`config.mk`:
```
export PLATFORM = sky130hd
export DESIGN_NAME = crp_wp_mem
export DESIGN_NICKNAME = d
export VERILOG_FILES = /design/src/hdl/assert_macros.svh /design/src/hdl/crp_pkg.sv /design/src/hdl/crp_wp_mem.sv
export SDC_FILE = /design/constraint.sdc
export NUM_CORES = 2
export LEC_CHECK = 0
export ABC_AREA = 0
export BUFFER_PORTS_ARGS = -buffer_cell sky130_fd_sc_hd__buf_2
export CAP_MARGIN = 30
export CORE_ASPECT_RATIO = 1.5
export CORE_MARGIN = 2
export CORE_UTILIZATION = 45
export CTS_BUF_LIST = sky130_fd_sc_hd__clkbuf_4
export DETAILED_ROUTE_END_ITERATION = 16
export PLACE_DENSITY = 0.71
export SETUP_SLACK_MARGIN = 0.5
export SYNTH_ARGS = -nofsm -noshare
export SYNTH_HDL_FRONTEND = slang
export SYNTH_SLANG_ARGS = --single-unit
```
`constraint.sdc`:
```
create_clock -name clk_i -period 23.8 [get_ports clk_i]
set_input_delay 4.76 -clock clk_i [delete_from_list [all_inputs] [get_ports clk_i]]
set_output_delay 4.76 -clock clk_i [all_outputs]
set_load 0.02 [all_outputs]
```
`src/hdl/assert_macros.svh`:
```
// Assertion helpers shared by the RTL.
`ifndef ASSERT_MACROS_SVH
`define ASSERT_MACROS_SVH

// Checked on every rising clk_i edge outside reset.
`define CRP_ASSERT(lbl, prop, msg) \
  lbl: assert property (@(posedge clk_i) disable iff (!rst_ni) (prop)) else $error(msg);

// Checked on every rising clk_i edge, reset included.
`define CRP_ASSERT_ALWAYS(lbl, prop, msg) \
  lbl: assert property (@(posedge clk_i) (prop)) else $error(msg);

`endif

```
`src/hdl/crp_pkg.sv`:
```
package crp_pkg;

  localparam int MAX_WAYPOINTS_DEF = 16;

  localparam int CompW = 32;
  localparam int TimeW = 32;
  localparam int StepW = 31;
  localparam int CountW = 5;
  localparam int SlotW = 4;
  localparam int MuW = 17;
  localparam int AccW = 38;

  localparam logic [CountW-1:0] COUNT_RST = 5'd4;
  localparam logic [StepW-1:0] DUR_RST = 31'd65536;
  localparam logic [MuW-1:0] MU_ONE = 17'd65536;

  localparam logic [1:0] CFG_COUNT = 2'd0;
  localparam logic [1:0] CFG_DURATION = 2'd1;
  localparam logic [1:0] CFG_ENABLE = 2'd2;

  localparam logic FUNC_LOAD = 1'b0;
  localparam logic FUNC_TICK = 1'b1;

  typedef struct packed {
    logic signed [CompW-1:0] x;
    logic signed [CompW-1:0] y;
    logic signed [CompW-1:0] z;
    logic signed [CompW-1:0] w;
  } wp_t;

endpackage

```
`src/hdl/crp_wp_mem.sv`:
```
module crp_wp_mem #(
  parameter int MaxWaypoints = crp_pkg::MAX_WAYPOINTS_DEF,
  localparam int AddrW = $clog2(MaxWaypoints)
) (
  input  logic             clk_i,
  input  logic             we_i,
  input  logic [AddrW-1:0] waddr_i,
  input  crp_pkg::wp_t     wdata_i,
  input  logic [AddrW-1:0] raddr_i,
  output crp_pkg::wp_t     rdata_o
);
  import crp_pkg::*;

  wp_t mem_q [MaxWaypoints];
  wp_t rdata_q;

  always_ff @(posedge clk_i) begin
    if (we_i) begin
      mem_q[waddr_i] <= wdata_i;
    end
    rdata_q <= mem_q[raddr_i];
  end

  assign rdata_o = rdata_q;
endmodule

```
==> results <==
- The cell count along the critical path is 7.
- The count of TritonRoute iterations in the first routing pass is 5.
- The worst path buffer plus inverter count is 4.
- The via count of the first global-routing pass came to 40311.
- The standard cell with the maximum stage delay on the critical path is buf_4.
- The number of buffers on the longest clock path is 4.
- In this run, CTS created clock tree buffers numbering 497.
- From left edge to right edge, the die measures 347 µm.
- Detailed routing inserted a total of 38254 vias.
- Using the TritonRoute via totals, the vias-per-cell ratio works out to 5.69.
- The final layout net count is 4150.
- The overall power after layout is 7.62 mW.
- The H-tree level count is 5.
- The post-detailed-route wirelength per cell is 26.9 µm.
- The number of flops mapped to enable cells by yosys is 2048.
- The final clock period utilization by the worst path is 31.9%.
- For this design, the sink count on the clock tree is 2176.
- Setup violations remaining at the end of the flow were counted as 0.
- The initial antenna violation count was 65.
- The area growth from synthesis to layout is 13.6%.
- The global-route wire length before repair is 263 mm.
- The largest net degree at the start of global routing is 144.
- Clock skew on the completed layout was measured at 126 ps.
- For this run, the top clock speed supported by timing is 0.132 GHz.
- The CTS tree is yes.
- The most numerous cell in the Yosys netlist is edfxtp_1.
- The library cell used as clock root buffer is clkbuf_4.
- The setup total negative slack is 0 ps.
- The critical path goes through buf_8 > buf_4 > buf_4 > buf_4 > mux4_2 > a22oi_1 > nand2_1.
- Summing all placed instances gives a cell area of 83700 µm².
- The total overflow left after global routing is 0.
- For this run, the number of Yosys warnings is 0.
- The routability congestion estimate is 0.707.
- The worst hold path begins at mem_q[12][0]$_DFFE_PP_.
- In this run the worst setup path begins at raddr_i[1].
- The initial utilization of the core area, before any placement, comes to 45.4%.
- After clock tree synthesis, the flow added hold-fix buffers numbering 0.
- The worst hold path belongs to the class reg -> reg.
- The hold violation total from the final report was 0.
- Of all nets on the critical path, the largest fanout is 85.
- The most used flip-flop cell after synthesis is edfxtp_1.
- The buffer count from post-CTS setup fixing is 0.
- The critical path is of the in -> reg type.
- In this run the static leakage power is 29.5 nW.
- The insertion delay of the later-clocked pin in the worst-skew pair is 1360 ps.
- Setup repair after global routing left no endpoint under its margin.
- The post-cts repair resize count is 0.
- The count of maximum capacitance violations is 0.
- The worst voltage drop across the vdd grid is 0.0000509 V.
- In the synthesized netlist the async set-or-reset flop fraction comes to 0%.
- The run finished with clean final reports.
- Pin placement for this block handled 266 I/O pins.
- Synthesis produced a netlist with a net count of 3492.
- Counting cells, the worst reg-to-reg path comes to 3.
- The share of synthesized area in the top cell type comes to 77.4%.
- The die outline area is 180000 µm².
- The netlist uses 26 different library cells.
- By count the netlist is led by 2048 x edfxtp_1, 479 x mux4_2, 216 x a22oi_1.
- The cell taking the most area after synthesis is edfxtp_1.
- Detailed placement ended at an HPWL of 88.7 mm.
- Of the cells placed in the final design, the portion with a size suffix greater than 1 is 38.4%.
- The first routing iteration left 3933 violations.
- The type of element launching the critical path is an input port.
- Clock-pin slew was measured on the worst setup and hold paths at 70 ps.
- The count of port buffers added during placement is 265.
- The max-slew violation count is 0.
- The data arrival time of the critical path is 8740 ps.
- In this run the mean area of a mapped cell was 23.7 µm².
- The vertical die dimension is 519 µm.
- In the post-synthesis netlist, the biggest area contributors are edfxtp_1 77%, mux4_2 14%, dfxtp_1 3.2%.
- The cell count after synthesis came out at 3354.
- The start of the worst register-to-register path is mem_q[2][61]$_DFFE_PP_.
- At the pin with the least slew margin, the transition time is 1100 ps.
- The worst pin sits at a relative slew slack of 26.6%.
- After routing the design area is 90300 µm².
- In this run the remaining antenna-violating nets after routing total 0.
- The core area is 175000 µm².
- The synthesized netlist occupies a cell area of 79500 µm².
- The cell family contributing the most delay on the critical path is buffers and inverters.
- The largest single stage delay on the critical path is 840 ps.
- The detailed-route wire length is 181 mm.
- Subtracting the final worst setup slack from the clock period gives 7590 ps.
- The worst setup path is captured at a flip-flop.
- The number of cell rows is 188.
- Global routing consumed, over all layers together, 20.1% of the routing resources.
- After detailed routing, the number of remaining DRC violations is 0.
- The power per cell area is 84.3 nW/µm².
- The worst hold path was traced through 3 stages.
- After synthesis, flip-flops and latches occupy 80.6% of the total area.
- The data required time at the worst endpoint is 24950 ps.
- The cell repeated most along the worst path is buf_4.
- In this run, synthesis produced a sequential element count of 2176.
==> layer usage <==
layer	track usage, %	vias up	part of all wire, %
li1	-	16046	-
met1	26.8	20171	40
met2	32.6	1648	50
met3	5.07	341	8.3
met4	6.51	48	2.2
met5	0	-	0.16
==> registers in the layout, indices dropped and copies added, names as in the netlist <==
| register | flops |
|---|---|
| mem_q | 2048 |
| rdata_o | 128 |
==> per-stage QoR <==
stage	utilization [%]	setup WS (ps)	hold WS [ps]	cells
2_1_floorplan	-	9110	635	3354
3_3_place_gp	47.7	14920	645	5783
3_5_place_dp	47.8	14900	657	5791
4_1_cts	51.5	16360	609	6700
5_1_grt	51.5	16090	653	6706
6_report	51.5	16210	590	6721
==> worst min-delay path, stage by stage (launching register included) <==
cell	delay (ps)
edfxtp_1	310
mux4_2	220
a22oi_1	60
nand2_1	70
==> cell usage in the layout, fill, tap and decap left out, types with 23 or more instances in the layout <==
master and instances:
edfxtp_1 2048, clkbuf_4 770, mux4_2 479, buf_2 262, a22oi_1 216, dfxtp_1 128
clkinv_1 113, nand2_1 97, mux2_2 59, buf_4 49, mux2i_1 25, nor2b_1 23
==> cell type report <==
| cell class | instances | area, µm² |
|---|---|---|
| Antenna cell | 19 | 47.5 |
| Clock buffer | 770 | 5780 |
| Clock inverter | 139 | 694 |
| Fill cell | 13618 | 84900 |
| Multi-Input combinational cell | 1001 | 14700 |
| Sequential cell | 2176 | 64100 |
| Tap cell | 2280 | 2850 |
| Timing Repair Buffer | 336 | 2210 |
==> report_power, final <==
part	internal, mW	switching, mW	total, mW	leakage, nW
Combinational	0.151	0.239	0.390	6.04
Clock	1.52	1.39	2.91	3.86
Sequential	4.28	0.0365	4.32	19.6
Total	5.95	1.66	7.62	29.5
==> cells by family after synthesis <==
family                 count (synthesis)  synth area share [%]
AOI/OAI and AO/OA                    271                  2.58
DFF                                 2176                  80.6
and+or+nand+nor                      167                 0.960
buffers and inverters                177                  1.15
muxes                                563                  14.7
==> path summary, 6_finish.rpt <==
path	endpoint	slack [ps]
worst min register to register	rdata_o[0]$_DFF_P_	590
worst max-delay path	rdata_o[65]$_DFF_P_	16210
worst min-delay path	rdata_o[0]$_DFF_P_	590
worst max register to register	rdata_o[61]$_DFF_P_	22190
Power figures use the tool's default switching activity.
