<file path="config.mk">
export PLATFORM = sky130hd
export DESIGN_NAME = crp_horner
export DESIGN_NICKNAME = d
export VERILOG_FILES = /design/src/hdl/assert_macros.svh /design/src/hdl/crp_pkg.sv /design/src/hdl/crp_horner.sv
export SDC_FILE = /design/constraint.sdc
export NUM_CORES = 2
export LEC_CHECK = 0
export ABC_CLOCK_PERIOD_IN_PS = 6600
export BUFFER_PORTS_ARGS = -buffer_cell sky130_fd_sc_hd__buf_2
export CAP_MARGIN = 20
export CORE_MARGIN = 10
export CORE_UTILIZATION = 59
export DETAILED_ROUTE_END_ITERATION = 10
export PLACE_DENSITY = 0.8
export SETUP_SLACK_MARGIN = 0.02
export SKIP_LAST_GASP = 1
export SYNTH_ARGS = -nofsm -noshare
export SYNTH_HDL_FRONTEND = slang
export SYNTH_SLANG_ARGS = --single-unit
</file>
<file path="constraint.sdc">
create_clock -name clk_i -period 6.6 [get_ports clk_i]
set_input_delay 0.33 -clock clk_i [delete_from_list [all_inputs] [get_ports clk_i]]
set_output_delay 0.33 -clock clk_i [all_outputs]
set_load 0.03 [all_outputs]
</file>
<file path="src/hdl/assert_macros.svh">
// Assertion helpers shared by the RTL.
`ifndef ASSERT_MACROS_SVH
`define ASSERT_MACROS_SVH

// Checked on every rising clk_i edge outside reset.
`define CRP_ASSERT(lbl, prop, msg) \
  lbl: assert property (@(posedge clk_i) disable iff (!rst_ni) (prop)) else $error(msg);

// Checked on every rising clk_i edge, reset included.
`define CRP_ASSERT_ALWAYS(lbl, prop, msg) \
  lbl: assert property (@(posedge clk_i) (prop)) else $error(msg);

`endif

</file>
<file path="src/hdl/crp_pkg.sv">
package crp_pkg;

  localparam int MAX_WAYPOINTS_DEF = 16;

  localparam int CompW = 32;
  localparam int TimeW = 32;
  localparam int StepW = 31;
  localparam int CountW = 5;
  localparam int SlotW = 4;
  localparam int MuW = 17;
  localparam int AccW = 38;

  localparam logic [CountW-1:0] COUNT_RST = 5'd4;
  localparam logic [StepW-1:0] DUR_RST = 31'd65536;
  localparam logic [MuW-1:0] MU_ONE = 17'd65536;

  localparam logic [1:0] CFG_COUNT = 2'd0;
  localparam logic [1:0] CFG_DURATION = 2'd1;
  localparam logic [1:0] CFG_ENABLE = 2'd2;

  localparam logic FUNC_LOAD = 1'b0;
  localparam logic FUNC_TICK = 1'b1;

  typedef struct packed {
    logic signed [CompW-1:0] x;
    logic signed [CompW-1:0] y;
    logic signed [CompW-1:0] z;
    logic signed [CompW-1:0] w;
  } wp_t;

endpackage

</file>
<file path="src/hdl/crp_horner.sv">
// One component: Horner on doubled coefficients with a single shared multiplier.
module crp_horner (
  input  logic                             clk_i,
  input  logic                             rst_ni,
  input  logic                             start_i,
  input  logic signed [crp_pkg::CompW-1:0] p0_i,
  input  logic signed [crp_pkg::CompW-1:0] p1_i,
  input  logic signed [crp_pkg::CompW-1:0] p2_i,
  input  logic signed [crp_pkg::CompW-1:0] p3_i,
  input  logic [crp_pkg::MuW-1:0]          mu_i,
  output logic                             busy_o,
  output logic                             done_o,
  output logic signed [crp_pkg::CompW-1:0] res_o
);
  import crp_pkg::*;

  typedef enum logic [1:0] {HZ_IDLE, HZ_MUL, HZ_ADD} hz_state_e;

  localparam int ProdW = AccW + MuW + 1;

  hz_state_e state_q;
  logic [1:0] step_q;
  logic done_q;
  logic signed [AccW-1:0] t_q, b_q, c_q, d_q;
  logic signed [ProdW-1:0] prod_q;
  logic signed [CompW-1:0] res_q;
  logic signed [AccW-1:0] e0, e1, e2, e3;
  logic signed [AccW-1:0] coef_a, coef_b, coef_c;
  logic signed [AccW-1:0] addend, t_next, half;

  assign e0 = AccW'(p0_i);
  assign e1 = AccW'(p1_i);
  assign e2 = AccW'(p2_i);
  assign e3 = AccW'(p3_i);
  assign coef_a = e3 - e0 + (e1 <<< 1) + e1 - (e2 <<< 1) - e2;
  assign coef_b = (e0 <<< 1) - (e1 <<< 2) - e1 + (e2 <<< 2) - e3;
  assign coef_c = e2 - e0;

  always_comb begin
    case (step_q)
      2'd0:    addend = b_q;
      2'd1:    addend = c_q;
      default: addend = d_q;
    endcase
  end

  assign t_next = AccW'(prod_q >>> 16) + addend;
  assign half = t_next >>> 1;

  always_ff @(posedge clk_i or negedge rst_ni) begin
    if (!rst_ni) begin
      state_q <= HZ_IDLE;
      step_q <= '0;
      done_q <= 1'b0;
    end else begin
      done_q <= 1'b0;
      unique case (state_q)
        HZ_IDLE: begin
          if (start_i) begin
            state_q <= HZ_MUL;
            step_q <= '0;
          end
        end
        HZ_MUL: state_q <= HZ_ADD;
        HZ_ADD: begin
          if (step_q == 2'd2) begin
            state_q <= HZ_IDLE;
            done_q <= 1'b1;
          end else begin
            state_q <= HZ_MUL;
            step_q <= step_q + 2'd1;
          end
        end
        default: state_q <= HZ_IDLE;
      endcase
    end
  end

  always_ff @(posedge clk_i) begin
    if (state_q == HZ_IDLE && start_i) begin
      t_q <= coef_a;
      b_q <= coef_b;
      c_q <= coef_c;
      d_q <= e1 <<< 1;
    end
    if (state_q == HZ_MUL) begin
      prod_q <= ProdW'(t_q) * ProdW'(signed'({1'b0, mu_i}));
    end
    if (state_q == HZ_ADD) begin
      t_q <= t_next;
      if (half > AccW'(64'sh7FFFFFFF)) begin
        res_q <= 32'sh7FFFFFFF;
      end else if (half < -AccW'(64'sh80000000)) begin
        res_q <= 32'sh80000000;
      end else begin
        res_q <= half[CompW-1:0];
      end
    end
  end

  assign busy_o = (state_q != HZ_IDLE);
  assign done_o = done_q;
  assign res_o = res_q;
endmodule

</file>
==> qor.txt <==
Metal3 WL: 7697 um
Crit path from: t_q[12]
Initial antenna violation count: 2
Yosys reg bits: 216
DR vias/cell: 5.604
Synth warnings: 0
Most frequent cells in the layout: inv_1 (955), fa_1 (818), nand2_1 (536), ha_1 (269), and2_1 (268)
DP HPWL: 89240 um
Num CTS Buffers: 25
Max cap viols: 0
Worst endpoint data arrival time: 6.85 ns
DRT Pass-1 Iters: 8
Vias in the first global route: 33310
DR top layer: met4
CTS tree: yes
Routed Antenna Nets: 0
Layout cells sized above 1: 0.1197
Largest net degree at the start of global routing: 76
Critical path class: reg -> reg
Synthesized Nets: 5518
Worst-Margin Slew: 1.053 ns
Clk sinks: 216
First-pass GRT wire length: 172900 um
Non-filler cells, final: 5521
Setup Skew: 0.01776 ns
Fin crit period: 6.560 ns
FP Rows: 96
Die W: 284.0 um
CP startpoint kind: flip-flop
Clk buf depth: 3
Slew HR: 0.2977
IO Port Bufs: 181
Area growth syn-to-layout: 11.25%
Post-synth ARST share: 0.02315
Core Box Area: 0.06883 sq mm
Total grt overflow: 0
Setup-failing EPs final: 0
Worst r2r src: t_q[12]
Top Ports: 182
Root Buffer: clkbuf_16
Total wire length: 106100 um
Status: finished clean
DRC viols: 0
Nets: 5819
First-iteration detailed-routing DRC count: 2592
R2R Path End: prod_q[52]
Maximum fanout along the worst path: 7
Unrepaired setup endpoints after global routing: true
Multi-input logic area: 0.03082 sq mm
CP Data Required Time: 6.89 ns
CTS H-tree lvls: 1
Placer Congestion: 0.9369
End point of the critical path: prod_q[52]
Total negative slack: 0 ns
Post-synth EDFFs: 211
HP Class: in -> reg
Final Hold Viols: 0
Met1 Wirelength: 42930 um
Commonest non-fill, non-tap cell in the layout: inv_1
Highest clock rate: 0.1524 GHz
DR WL met2: 52350 um
Starting Density: 0.5975
Syn_area_per_cell: 9.634 sq um
Post-Syn Area: 0.04113 sq mm
Crit end category: flip-flop
Post-Place Cells: 5423
Vias: 30940
Library cells used by synthesis: 84
Clk Latency, worst-skew pair: 0.55 ns
Register area share after synthesis: 0.1571
FF/Latch Area: 0.006461 sq mm
GRT Util Overall: 0.2640
R2r setup slk: 0.04 ns
Max-slew violation count: 0
Hold Worst Slack: 0.05454 ns
Final period util: 0.9940
R2R cell count: 24
Die area: 0.08066 sq mm
Wirelength per Cell: 19.22 um
Clock Pin Slew Worst Setup and Hold Paths: 0.06 ns
Post-Synthesis Cells: 4269
Fillers: 5210
Die height: 284.0 um
Top_reg_cell synth: edfxtp_1
==> area by class of cell <==
type	count	share of cell area
flip-flops and latches	216	0.1412
inverters	960	0.07876
diodes	2	0.0001094
multi-input cells	2950	0.6737
clock buffers	32	0.01469
well taps	931	0.02546
clock inverters	13	0.002215
repair buffers	417	0.06386
==> worst max-delay path, cell delays in order (launching register included) <==
cell	delay, ns
edfxtp_1	0.56
and2_4	0.26
fa_1	0.53
inv_1	0.05
fa_1	0.44
fa_1	0.56
inv_1	0.07
fa_1	0.49
fa_1	0.49
inv_1	0.05
fa_1	0.48
inv_1	0.04
ha_1	0.29
o211ai_1	0.10
nor2_1	0.17
nand3_1	0.10
o21ai_1	0.16
buf_4	0.17
o21a_4	0.15
buf_12	0.10
a31oi_4	0.12
o31ai_4	0.38
a311oi_2	0.17
o21ba_2	0.23
xnor2_1	0.11
==> worst min-delay path by stage <==
stage          depth (start not counted)   endpoint  startpoint
6_report                               1    d_q[32]    p1_i[31]
5_1_grt                                1    d_q[32]    p1_i[31]
4_1_cts                                1    d_q[32]    p1_i[31]
3_5_place_dp                           1  step_q[0]      rst_ni
3_3_place_gp                           1  step_q[0]      rst_ni
2_1_floorplan                          0     done_o      rst_ni
==> cells in the mapped netlist, types with 28 or more instances <==
master	n	area share
clkbuf_1	134	0.012
o21ai_0	78	0.0095
edfxtp_1	211	0.15
nor3_1	28	0.0034
a21o_1	85	0.016
nand2_1	538	0.049
and2_1	277	0.042
nand3_1	31	0.0038
inv_1	959	0.088
nor2_1	108	0.0099
xor2_1	49	0.010
ha_1	274	0.083
fa_1	827	0.40
xnor2_1	112	0.024
o21ai_1	32	0.0039
a22oi_1	33	0.0060
a21oi_1	166	0.020
==> state kept, by name, summed over array words and instances, names as in the netlist <==
register	count
t_q	38
d_q	32
prod_q	38
res_o	32
step_q	2
b_q	38
c_q	33
done_o	1
state_q	2
==> logic make-up after synthesis <==
| kind of cell | count (synthesis) | share of synthesized area |
|---|---|---|
| compound gates | 577 | 0.09136 |
| xor+xnor | 161 | 0.03429 |
| fa+ha+maj | 1101 | 0.4859 |
| buf+inv | 1103 | 0.1013 |
| flops | 216 | 0.1571 |
| mux | 7 | 0.001734 |
| simple gates | 1104 | 0.1283 |
==> per-stage QoR <==
step	utilization	setup WS (ns)	instance area, sq um
detailed placement	0.6413	-0.6546	44140
floorplan	-	0.06055	41130
CTS	0.6557	0.005868	45130
finish	0.6648	0.03988	45750
global placement	0.6413	-0.4436	44140
global route	0.6648	-0.1395	45750
==> layer usage <==
metal | vias to the layer above | GRT usage
li1 | 13850 | -
met1 | 15610 | 0.3483
met2 | 1261 | 0.4484
met3 | 226 | 0.04066
met4 | 0 | 0.07329
met5 | - | 0
==> what timing repair did <==
item / 4_1_cts / 5_1_grt
setup endpoints to repair: 29 / 25
buffers inserted: 14 / 36
pin swaps: 15 / 42
hold buffers: 1 / 0
endpoints found under the hold margin: 5 / 0
cloned: 0 / 0
resized for setup: 24 / 65
Power is left out: the tool's default activity adds up to more than one toggle a clock period on the data nets, which glitch-free logic cannot reach.
