==> src/hdl/assert_macros.svh <==
// Assertion helpers shared by the RTL.
`ifndef ASSERT_MACROS_SVH
`define ASSERT_MACROS_SVH

// Checked on every rising clk_i edge outside reset.
`define CRP_ASSERT(lbl, prop, msg) \
  lbl: assert property (@(posedge clk_i) disable iff (!rst_ni) (prop)) else $error(msg);

// Checked on every rising clk_i edge, reset included.
`define CRP_ASSERT_ALWAYS(lbl, prop, msg) \
  lbl: assert property (@(posedge clk_i) (prop)) else $error(msg);

`endif

==> src/hdl/crp_pkg.sv <==
package crp_pkg;

  localparam int MAX_WAYPOINTS_DEF = 16;

  localparam int CompW = 32;
  localparam int TimeW = 32;
  localparam int StepW = 31;
  localparam int CountW = 5;
  localparam int SlotW = 4;
  localparam int MuW = 17;
  localparam int AccW = 38;

  localparam logic [CountW-1:0] COUNT_RST = 5'd4;
  localparam logic [StepW-1:0] DUR_RST = 31'd65536;
  localparam logic [MuW-1:0] MU_ONE = 17'd65536;

  localparam logic [1:0] CFG_COUNT = 2'd0;
  localparam logic [1:0] CFG_DURATION = 2'd1;
  localparam logic [1:0] CFG_ENABLE = 2'd2;

  localparam logic FUNC_LOAD = 1'b0;
  localparam logic FUNC_TICK = 1'b1;

  typedef struct packed {
    logic signed [CompW-1:0] x;
    logic signed [CompW-1:0] y;
    logic signed [CompW-1:0] z;
    logic signed [CompW-1:0] w;
  } wp_t;

endpackage

==> src/hdl/crp_mu_div.sv <==
// mu = floor(num * 2^16 / den), or 2^16 when num is at or above den; restoring, one quotient bit per cycle.
module crp_mu_div (
  input  logic                       clk_i,
  input  logic                       rst_ni,
  input  logic                       start_i,
  input  logic [crp_pkg::TimeW-1:0]  num_i,
  input  logic [crp_pkg::StepW-1:0]  den_i,
  output logic                       done_o,
  output logic [crp_pkg::MuW-1:0]    mu_o
);
  import crp_pkg::*;

  logic [StepW-1:0] rem_q, rem_d;
  logic [StepW-1:0] den_q, den_d;
  logic [MuW-1:0] mu_q, mu_d;
  logic [4:0] cnt_q, cnt_d;
  logic busy_q, busy_d;
  logic done_q, done_d;
  logic [StepW:0] rem2;

  always_comb begin
    rem_d = rem_q;
    den_d = den_q;
    mu_d = mu_q;
    cnt_d = cnt_q;
    busy_d = busy_q;
    done_d = 1'b0;
    rem2 = {rem_q, 1'b0};
    if (start_i) begin
      den_d = den_i;
      if (num_i >= {1'b0, den_i}) begin
        mu_d = MU_ONE;
        done_d = 1'b1;
      end else begin
        rem_d = num_i[StepW-1:0];
        mu_d = '0;
        cnt_d = 5'd16;
        busy_d = 1'b1;
      end
    end else if (busy_q) begin
      if (rem2 >= {1'b0, den_q}) begin
        rem_d = StepW'(rem2 - {1'b0, den_q});
        mu_d = {mu_q[MuW-2:0], 1'b1};
      end else begin
        rem_d = rem2[StepW-1:0];
        mu_d = {mu_q[MuW-2:0], 1'b0};
      end
      cnt_d = cnt_q - 5'd1;
      if (cnt_q == 5'd1) begin
        busy_d = 1'b0;
        done_d = 1'b1;
      end
    end
  end

  always_ff @(posedge clk_i or negedge rst_ni) begin
    if (!rst_ni) begin
      busy_q <= 1'b0;
      done_q <= 1'b0;
      cnt_q <= '0;
    end else begin
      busy_q <= busy_d;
      done_q <= done_d;
      cnt_q <= cnt_d;
    end
  end

  always_ff @(posedge clk_i) begin
    rem_q <= rem_d;
    den_q <= den_d;
    mu_q <= mu_d;
  end

  assign done_o = done_q;
  assign mu_o = mu_q;
endmodule

==> config.mk <==
export PLATFORM = sky130hd
export DESIGN_NAME = crp_mu_div
export DESIGN_NICKNAME = d
export VERILOG_FILES = /design/src/hdl/assert_macros.svh /design/src/hdl/crp_pkg.sv /design/src/hdl/crp_mu_div.sv
export SDC_FILE = /design/constraint.sdc
export NUM_CORES = 1
export LEC_CHECK = 0
export ABC_CLOCK_PERIOD_IN_PS = 10820
export BUFFER_PORTS_ARGS = -buffer_cell sky130_fd_sc_hd__buf_2
export CORE_ASPECT_RATIO = 0.8
export CORE_MARGIN = 2
export CORE_UTILIZATION = 55
export DETAILED_ROUTE_END_ITERATION = 10
export PLACE_DENSITY = 0.8
export SETUP_SLACK_MARGIN = 0.05
export SLEW_MARGIN = 20
export SYNTH_ARGS = -nofsm -noshare
export SYNTH_HDL_FRONTEND = slang
export SYNTH_SLANG_ARGS = --single-unit
==> constraint.sdc <==
create_clock -name clk_i -period 10.82 [get_ports clk_i]
set_clock_uncertainty 0.2 [all_clocks]
set_input_delay 3.246 -clock clk_i [delete_from_list [all_inputs] [get_ports clk_i]]
set_output_delay 3.246 -clock clk_i [all_outputs]
set_load 0.1 [all_outputs]
==> metrics.txt, run 1 <==
setup violators final 0; Final Hold Viols 0; WP depth 11; YS warnings 0; post-route ant nets 0; nets a little under 800; Worst Setup EP rem_q[20]; synth unique cells 65; crit start category input port; Worst slew margin between 40 and 50%; crit path from num_i[13]; number of global-route vias before repair approximately 4700; CP Capture Type flop; global-route wire length before repair between 20000 and 25000 µm; FF+latch count, synth 86; row count 34; Req. time, crit path around 11000 ps; port bufs 83; highest clock rate 0.162 GHz; # hold bufs at CTS 0; Worst VDD drop roughly 0.18 mV; unrepaired setup endpoints after global routing no; GPL Wtd Cong ~0.94; Mapped Nets 720; initial antenna violation count 0; sequential share of the synthesized area between 40% and 50%; number of remaining DRC errors 0; grt met2 use approximately 37%; PD cells 280 nW/µm²; CP Data Arrival Time 6020 ps; mean cell area of the mapped netlist 10.6 µm²; Clock Path Buffers 2; layout cell share with drive strength beyond 1 22.6%; H-tree depth 3; Max FO, Critical Path 18; CTS tree done; # resized after CTS 0; largest net degree at the start of global routing just under 70; fin util between 60% and 70%; CTS Buf Count 9; Sink Count 86; Max-cap violations 0; met1 Use GR approximately 33%; Skew-Pair Late Insertion Delay between 300 and 400 ps; reg2reg start rem_q[0]; final count of pins violating max slew 0; most common cell after layout, fill and taps aside buf_2; internal reg-to-reg setup slack 7110 ps; Die Span Y between 90 and 100 µm; WL/cell 17.3 µm; FFs w/ async S/R, synth between 8 and 9%; TNS Setup 0 ps; Core ar. 10900 µm²; RR Endpoint rem_q[23]; Critical Path, Cell by Cell buf_2 -> ha_1 -> a21oi_1 -> nor2b_1 -> o21ai_0 -> nand2_1 -> o21ai_0 -> o2111a_1 -> o21ai_0 -> a21boi_2 -> buf_4; total grt overflow 0; EDFF count, synth 79; dpl hpwl between 10000 and 15000 µm; First-pass DRT Iterations 8; CTS root buf clkbuf_16; num ports 84; Iteration-0 DRC Markers 450; area of the die approximately 12000 µm²; cells after synthesis 589; Reg clk slew, reported paths 70 ps; final WL ~14000 µm; slowest cell on the critical path a21boi_2; pre-CTS setup slack between 4000 and 5000 ps; synthesis-to-layout area growth 12.9%; most numerous cell on the critical path o21ai_0; period utilisation layout between 50% and 60%; cell leakage power about 3.4 nW; DR vias 4829; Syn Std Cell Area approximately 6200 µm²; Worst Tran Pin Value between 800 and 900 ps; grt peak-use layer met2; run status completed; Initial Utilization between 50 and 60%; Hold Crit Class flop to flop; setup bufs post-CTS 0; Filler Cells Inserted 880; post-route minimum period 6190 ps; worst r2r path cells 9; Worst Path Buf+Inv 2; final critical-path setup slack 4630 ps; Vias per Instance around 5.9; top_reg_cell synth edfxtp_1; GR Util All Layers 23.7%; CP Class input port to flop; most frequent cells in the layout buf_2 (82), edfxtp_1 (79), inv_1 (68); met3 Track Usage GR 5.39%; CP max stage delay between 600 and 700 ps; antenna diode count 0; CP delay by family, top compound AO/OA/AOI/OAI gates; Horiz. Die Dim 123 µm
## through the flow
step,area [µm²],total power [mW],instances,hold slack [ps]
finish,7020,1.97,813,325
global route,7020,2.08,813,361
CTS,7020,1.96,813,327
detailed placement,6730,1.64,797,308
global placement,6730,1.61,797,292
floorplan,6220,1.45,589,275
## flip-flops by register name, indices dropped and copies added, names as in the netlist
name and count:
den_q 31, rem_q 31, mu_o 17, cnt_q 5, busy_q 1, done_o 1
## cells by family after synthesis
logic type	count (synthesis)	share of synthesized area, %
compound gates	151	16.5
simple gates	132	11.8
buf+inv	89	5.79
flops	86	41.0
fa+ha+maj	65	13.2
mux	39	7.87
xor+xnor	27	3.80
## worst reg2reg max path, stage by stage, from the launching register on
cell,delay (ps)
edfxtp_1,460
fa_1,520
a211oi_1,210
o21ai_0,220
o221ai_1,250
nor3b_2,230
o21ai_2,80
a41oi_1,720
nor2_2,180
a221o_2,390
## layout make-up
class	instances	area [µm²]	share of cell area (%)
Tap cell	144	180	2.57
Clock inverter	6	51.3	0.731
Timing Repair Buffer	85	433	6.17
Inverter	68	255	3.64
Multi-Input combinational cell	414	3320	47.2
Sequential cell	86	2550	36.3
Clock buffer	10	239	3.40
## power by group
group / total (mW) / switching, mW / internal [mW] / leakage (nW)
sequential: 0.553 / 0.0577 / 0.495 / 0.897
combinational: 1.11 / 0.652 / 0.455 / 2.31
clock: 0.307 / 0.141 / 0.166 / 0.145
total: 1.97 / 0.851 / 1.12 / 3.36
## per-layer routing
layer  vias up  wire length (µm)
met2       198              6230
met1      2297              6590
li1       2317                 -
met5         -                 0
met4         0               196
met3        17              1060
## worst min-delay path by stage
| stage | from | endpoint | depth (start not counted) |
|---|---|---|---|
| 2_1_floorplan | cnt_q[4] | cnt_q[4] | 2 |
| 3_3_place_gp | cnt_q[4] | cnt_q[4] | 2 |
| 3_5_place_dp | cnt_q[4] | cnt_q[4] | 2 |
| 4_1_cts | cnt_q[4] | cnt_q[4] | 2 |
| 5_1_grt | cnt_q[4] | cnt_q[4] | 2 |
| 6_report | cnt_q[4] | cnt_q[4] | 2 |
## Yosys cell counts (all sizes together), types with 11 or more instances
cell	n	area (µm²)
a21o	31	233
a21oi	43	215
clkbuf	17	63.8
edfxtp	79	2370
ha	64	801
inv	68	255
mux2	34	439
nand2	25	93.8
nand3	11	55.1
nor2	18	70.1
nor2b	20	125
o21ai	27	139
xnor2	16	140
xor2	11	96.3
No activity file was read; power rests on OpenSTA's default activity.
==> run 2: changes to the inputs <==
ABC_CLOCK_PERIOD_IN_PS = 6400   (was 10820)
clock period = 6.4 ns   (was 10.82 ns; I/O delays follow)
==> run 2 against run 1 <==
Final area grew 0.25%. Total power grew 70%. Hold slack got worse by 4.2 ps. Clock power up 71%. Cell count increased by 0.12%. Wire length grew 1.6%. Via count rose by 0.23%. Core utilization rose by 0.16 points. Critical endpoint is now rem_q[23].
==> metrics.txt, run 2 (synthesis results as in run 1) <==
First-pass DRT Iterations 5 (-3); Sw Ratio 43.7% (+0.44 points); Iteration-0 DRC Markers 441 (-2.0%); final hold slack 321 ps (-4.23 ps); global-route wire length before repair 22800 µm (+1.5%); CP Data Arrival Time 4060 ps (-1960 ps); Horiz. Die Dim 123 µm (unchanged); Vias per Instance 5.95 (+0.10%); row count 34 (unchanged); CP delay by family, top compound AO/OA/AOI/OAI gates; Req. time, crit path 6230 ps (-4420 ps); CTS tree done; clock power share 15.7% (about the same); post-route minimum period approximately 4200 ps; Internal Power 1.88 mW (+69%); nets 796 (+0.13%); # resized after CTS 0 (unchanged); GPL Wtd Cong 0.903 (-4.1%); slowest cell on the critical path ha_1; number of global-route vias before repair 4647 (-0.83%); Max FO, Critical Path 15 (-3); reg2reg start rem_q[0]; Die Span Y 99.1 µm (unchanged); CP Capture Type flop; Max-cap violations 0 (unchanged); setup bufs post-CTS 0 (unchanged); initial antenna violation count 0 (unchanged); DR vias 4840 (+0.23%); NetSw 1.46 mW (+72%); internal reg-to-reg setup slack 2670 ps (-4440 ps); most common cell after layout, fill and taps aside buf_2; post-route ant nets 0 (unchanged); Clock Path Buffers 2 (unchanged); Final Hold Viols 0 (unchanged); WL/cell 17.6 µm (+1.5%); RR Endpoint rem_q[23]; GR Util All Layers 23.9% (+0.24 points); Worst Path Buf+Inv 2 (unchanged); PD cells 475 nW/µm² (+70%); area of the die 12200 µm² (unchanged); hold endpoint cnt_q[4]; Reg clk slew, reported paths 80 ps (about the same); Skew-Pair Late Insertion Delay 350 ps (about the same); antenna diode count 0 (unchanged); TNS Setup 0 ps (unchanged); Initial Utilization 56.9% (unchanged); Worst slew margin 42.9% (-1.7 points); most frequent cells in the layout buf_2 (82), edfxtp_1 (79), inv_1 (68); synthesis-to-layout area growth 13.2%; Tot Pwr 3.35 mW (+70%); run status completed; Critical Path, Cell by Cell buf_2 -> ha_1 -> a21o_1 -> a21o_1 -> a21oi_1 -> nor2_1 -> o21ai_0 -> o2111a_1 -> o21ai_0 -> a21boi_2 -> buf_4; unrepaired setup endpoints after global routing no; H-tree depth 3 (unchanged); final count of pins violating max slew 0 (unchanged); sequential share of power 28.1% (about the same); number of remaining DRC errors 0 (unchanged); CTS root buf clkbuf_16; final WL 14300 µm (+1.6%); final critical-path setup slack 2180 ps (-2450 ps); Core ar. 10900 µm² (unchanged); CP Class input port to flop; cell leakage power 3.36 nW (+0.12%); Sink Count 86 (unchanged); Hold Crit Class flop to flop; # hold bufs at CTS 0 (unchanged); Worst VDD drop 0.327 mV (+86%); pre-CTS setup slack 1900 ps (-2350 ps); worst r2r path cells 9 (unchanged); dpl hpwl 10700 µm (+2.9%); CP max stage delay 300 ps (-370 ps); period utilisation layout 66.0%; num ports 84 (unchanged); WHS Path Cells 2 (unchanged); port bufs 83 (unchanged); largest net degree at the start of global routing 75 (+10%); setup violators final 0 (unchanged); crit start category input port; total grt overflow 0 (unchanged); Hold Crit Start cnt_q[4]; highest clock rate 0.237 GHz; Worst Tran Pin Value 846 ps (+24.8 ps); CTS Buf Count 9 (unchanged); Comb pwr share 56.2% (about the same); layout cell share with drive strength beyond 1 22.7% (+0.12 points)
-- run 2: changes by cell type in the layout (fill, tap and decap cells not counted) --
cell,delta
buf_4,+1
clkbuf_8,-1
clkinv_2,-1
clkinv_4,-1
clkinv_8,+1
clkinvlp_4,+1
inv_6,-1
inv_8,+2
-- run 2: worst max path at each step --
stage / from / endpoint / slack [ps] / cells past startpoint
floorplan: num_i[0] / rem_q[0] / 210 / 10
global placement: num_i[0] / rem_q[5] / 1990 / 12
detailed placement: den_i[9] / rem_q[20] / 1900 / 12
global route: den_i[9] / rem_q[28] / 2010 / 12
CTS: num_i[9] / rem_q[28] / 2240 / 11
finish: num_i[9] / rem_q[23] / 2180 / 11
-- run 2: stage by stage --
| stage | area [µm²] | util, % | instances |
|---|---|---|---|
| after floorplan | 6220 | - | 589 |
| after global placement | 6740 | 61.6 | 798 |
| after detailed placement | 6740 | 61.6 | 798 |
| after CTS | 7040 | 64.4 | 814 |
| after global routing | 7040 | 64.4 | 814 |
| final | 7040 | 64.4 | 814 |
-- run 2: per-layer routing --
metal	share of wire, %	wire length, µm	up-vias	GRT usage, %
met2	45	6380	213	36.7
met1	46	6620	2283	34.7
met5	0	0	-	0
met3	7.6	1090	24	4.59
met4	1.5	212	0	6.37
li1	-	-	2320	-
-- run 2: layout make-up --
cell class | instances | area [µm²]
Timing Repair Buffer | 86 | 440
Fill cell | 861 | 3890
Sequential cell | 86 | 2550
Clock inverter | 7 | 75.1
Clock buffer | 9 | 225
Tap cell | 144 | 180
Multi-Input combinational cell | 414 | 3320
Inverter | 68 | 255
-- run 2: power groups by stage --
stage	clock network, mW	logic, mW	registers [mW]
after floorplan	0	1.23	1.22
after global routing	0.554	2.03	0.958
final	0.525	1.88	0.941
after CTS	0.533	1.86	0.940
after global placement	0	1.79	0.938
after detailed placement	0	1.84	0.945
-- run 2: worst reg2reg max path, stage by stage (launching register included) --
cell and delay [ps]:
edfxtp_1 440, fa_1 520, a211oi_1 210, o21ai_0 230, o221ai_1 250, nor3b_2 240
o21ai_2 80, a41oi_1 730, nor2_2 190, a221o_2 390
==> run 3: changes to the inputs <==
ABC_AREA = 1   (was default)
ABC_CLOCK_PERIOD_IN_PS = 4059   (was 6400)
PLACE_DENSITY = 0.79   (was 0.8)
clock period = 4.06 ns   (was 6.4 ns; I/O delays follow)
==> run 3 against run 2 <==
Wire length up 23%. Via count up 31%. Synthesized cell count up 72%. Hold slack better by 10 ps. Non-clock buffer count up 3. Sequential power up 50%. Sequential share of layout area down 4.2 points. Global-route usage up 3.1 points. Synthesized area up 14%. Critical path type unchanged. Critical endpoint is now rem_q[5]. Highest routed layer unchanged.
==> metrics.txt, run 3 <==
internal reg-to-reg setup slack 1060 ps (-1610 ps); Worst VDD drop 0.377 mV (+15%); total grt overflow 0 (unchanged); Synth top area share 33.5% (-4.6 points); Final Hold Viols 0 (unchanged); most numerous cell on the critical path nand2_1; TNS Setup 0 ps (unchanged); Worst slew margin 50.5% (+7.6 points); row count 37 (+8.8%); sequential share of the synthesized area 36.0% (-4.9 points); Mapped Nets 1147 (+59%); clock power share 16.0% (+0.3 points); Skew-Pair Late Insertion Delay 350 ps (about the same); Die Span Y 105 µm (+6.4%); CP max stage delay 320 ps (+20 ps); Max-cap violations 0 (unchanged); num ports 84 (unchanged); worst r2r path cells 13 (+4); reg2reg start rem_q[5]; Core ar. 12700 µm² (+16%); # hold bufs at CTS 0 (unchanged); DR vias 6345 (+31%); global-route wire length before repair 29100 µm (+28%); sequential share of power 27.9% (-0.2 points); mean cell area of the mapped netlist 6.96 µm² (-34%); CP Capture Type flop; YS warnings 0 (unchanged); Req. time, crit path 3900 ps (-2330 ps); top_reg_cell synth edfxtp_1; Clock Path Buffers 2 (unchanged); final count of pins violating max slew 0 (unchanged); Synth Area in XOR/XNOR 1.98% (-1.8 points); Comb pwr share 56.2% (about the same); area of the die 13800 µm² (+13%); PD cells 633 nW/µm² (+33%); period utilisation layout 77.7%; # resized after CTS 0 (unchanged); Synth Area in Adders 11.6% (-1.6 points); number of global-route vias before repair 5988 (+29%); commonest cells in the netlist nand2_1 (402), inv_1 (206), edfxtp_1 (79); hold endpoint busy_q; First-pass DRT Iterations 5 (unchanged); final WL 17500 µm (+23%); Sink Count 86 (unchanged); FFs w/ async S/R, synth 8.14% (unchanged); synth unique cells 36 (-45%); GR Util All Layers 27.0% (+3.1 points); Max FO, Critical Path 32 (+17); run status completed; H-tree depth 3 (unchanged); most frequent cells in the layout nand2_1 (402), inv_1 (206), buf_2 (83); synthesis-to-layout area growth 12.7%; setup bufs post-CTS 0 (unchanged); Worst Tran Pin Value 741 ps (-105 ps); Filler Cells Inserted 1147 (+33%); Critical Path, Cell by Cell buf_2 -> ha_1 -> nand2_1 -> inv_1 -> nand2_1 -> nand2_1 -> nor2_1 -> nand2_1 -> nand2_1 -> nand2_1 -> nand2_1 -> nand3_1 -> nand2_1 -> buf_12; cell leakage power 4.49 nW (+34%); EDFF count, synth 79 (unchanged); Sw Ratio 48.9% (+5.2 points); CP Class input port to flop; GPL Wtd Cong 0.971 (+7.5%); CP delay by family, top simple AND/OR/NAND/NOR gates; setup violators final 0 (unchanged); Hold Crit Class flop to flop; WL/cell 13.7 µm (-22%); WHS Path Cells 2 (unchanged); post-route minimum period 3160 ps; NetSw 2.47 mW (+69%); RR Endpoint rem_q[28]; slowest cell on the critical path ha_1; layout cell share with drive strength beyond 1 11.3% (-11 points); Synth Area in Compound Gates 3.52% (-13 points); Horiz. Die Dim 131 µm (+6.4%); Syn Std Cell Area 7070 µm² (+14%); Hold Crit Start busy_q; number of remaining DRC errors 0 (unchanged); Internal Power 2.58 mW (+37%); post-synth top area cell edfxtp_1; highest clock rate 0.317 GHz; simple-gate portion of the synthesized area 34.8% (+23 points); Initial Utilization 55.8% (-1.1 points); top cells by area, synth edfxtp_1 (34%), nand2_1 (21%), ha_1 (11%); Iteration-0 DRC Markers 544 (+23%); CTS root buf clkbuf_16; CTS tree done; cells after synthesis 1016 (+72%); CP Data Arrival Time 2990 ps (-1070 ps); largest family of logic cells by synthesized area simple AND/OR/NAND/NOR gates; most common cell after layout, fill and taps aside nand2_1; Vias per Instance 4.95 (-17%); CTS Buf Count 9 (unchanged); final hold slack 331 ps (+10.5 ps); top-count cell post-synth nand2_1; initial antenna violation count 0 (unchanged); crit start category input port; FF+latch count, synth 86 (unchanged); Reg clk slew, reported paths 70 ps (about the same); port bufs 83 (unchanged); antenna diode count 0 (unchanged); post-route ant nets 0 (unchanged); unrepaired setup endpoints after global routing no; dpl hpwl 14000 µm (+31%); Worst Path Buf+Inv 3 (+1); largest net degree at the start of global routing 43 (-43%); nets 1233 (+55%); mux share of post-synthesis cell area 0% (-7.9 points)
[run 3: cell families after synthesis]
family,after synthesis
buffers and inverters,222
AND/OR/NAND/NOR,582
AO/OA/AOI/OAI,45
XOR/XNOR,16
adder cells (fa/ha/maj),65
flip-flops,86
[run 3: routing by layer]
metal	vias up	global-route usage, %	part of all wire (%)
met1	2838	42.0	51
met4	0	5.40	0.92
met5	-	0	0
li1	3319	-	-
met2	173	39.5	41
met3	15	4.72	6.2
[run 3: worst max-delay path by stage]
stage | start | endpoint | cells after the start
3_3_place_gp | num_i[7] | rem_q[5] | 14
4_1_cts | den_i[7] | rem_q[25] | 15
2_1_floorplan | den_i[7] | rem_q[0] | 13
3_5_place_dp | den_i[7] | rem_q[5] | 15
5_1_grt | den_i[7] | rem_q[25] | 15
6_report | num_i[7] | rem_q[5] | 14
[run 3: through the flow]
stage / power (mW) / util [%] / area, µm² / setup slack, ps / instances
after floorplan: 3.58 / - / 7070 / 565 / 1016
final: 5.05 / 62.9 / 7970 / 904 / 1282
after global placement: 4.17 / 60.6 / 7690 / 617 / 1266
after CTS: 5.02 / 62.9 / 7970 / 908 / 1282
after detailed placement: 4.20 / 60.6 / 7690 / 544 / 1266
after global routing: 5.45 / 62.9 / 7970 / 732 / 1282
[run 3: power groups by stage]
| stage | registers (mW) | clock network [mW] | logic, mW |
|---|---|---|---|
| detailed placement | 1.42 | 0 | 2.78 |
| global placement | 1.41 | 0 | 2.76 |
| finish | 1.41 | 0.805 | 2.83 |
| global route | 1.43 | 0.851 | 3.17 |
| CTS | 1.40 | 0.812 | 2.80 |
| floorplan | 1.82 | 0 | 1.76 |
[run 3: final cells by class]
| type | count | area, µm² | area share (%) |
|---|---|---|---|
| sequential | 86 | 2550 | 32.0 |
| multi-input combinational | 708 | 3670 | 46.0 |
| inverter | 208 | 781 | 9.79 |
| clock buffer | 11 | 243 | 3.04 |
| tap | 175 | 219 | 2.75 |
| clock inverter | 5 | 40.0 | 0.502 |
| timing repair buffer | 89 | 473 | 5.93 |
[run 3: worst register-to-register path: stages (launching register included)]
cell and delay [ps]:
edfxtp_1 440, ha_1 410, nand2_2 110, nor2_2 180
nand3_1 110, nand2_2 160, nand2_2 80, nand3_2 100
nand2_4 150, nand2_4 260, buf_4 290, nand3_1 140
nand2_1 100, nand2_1 50
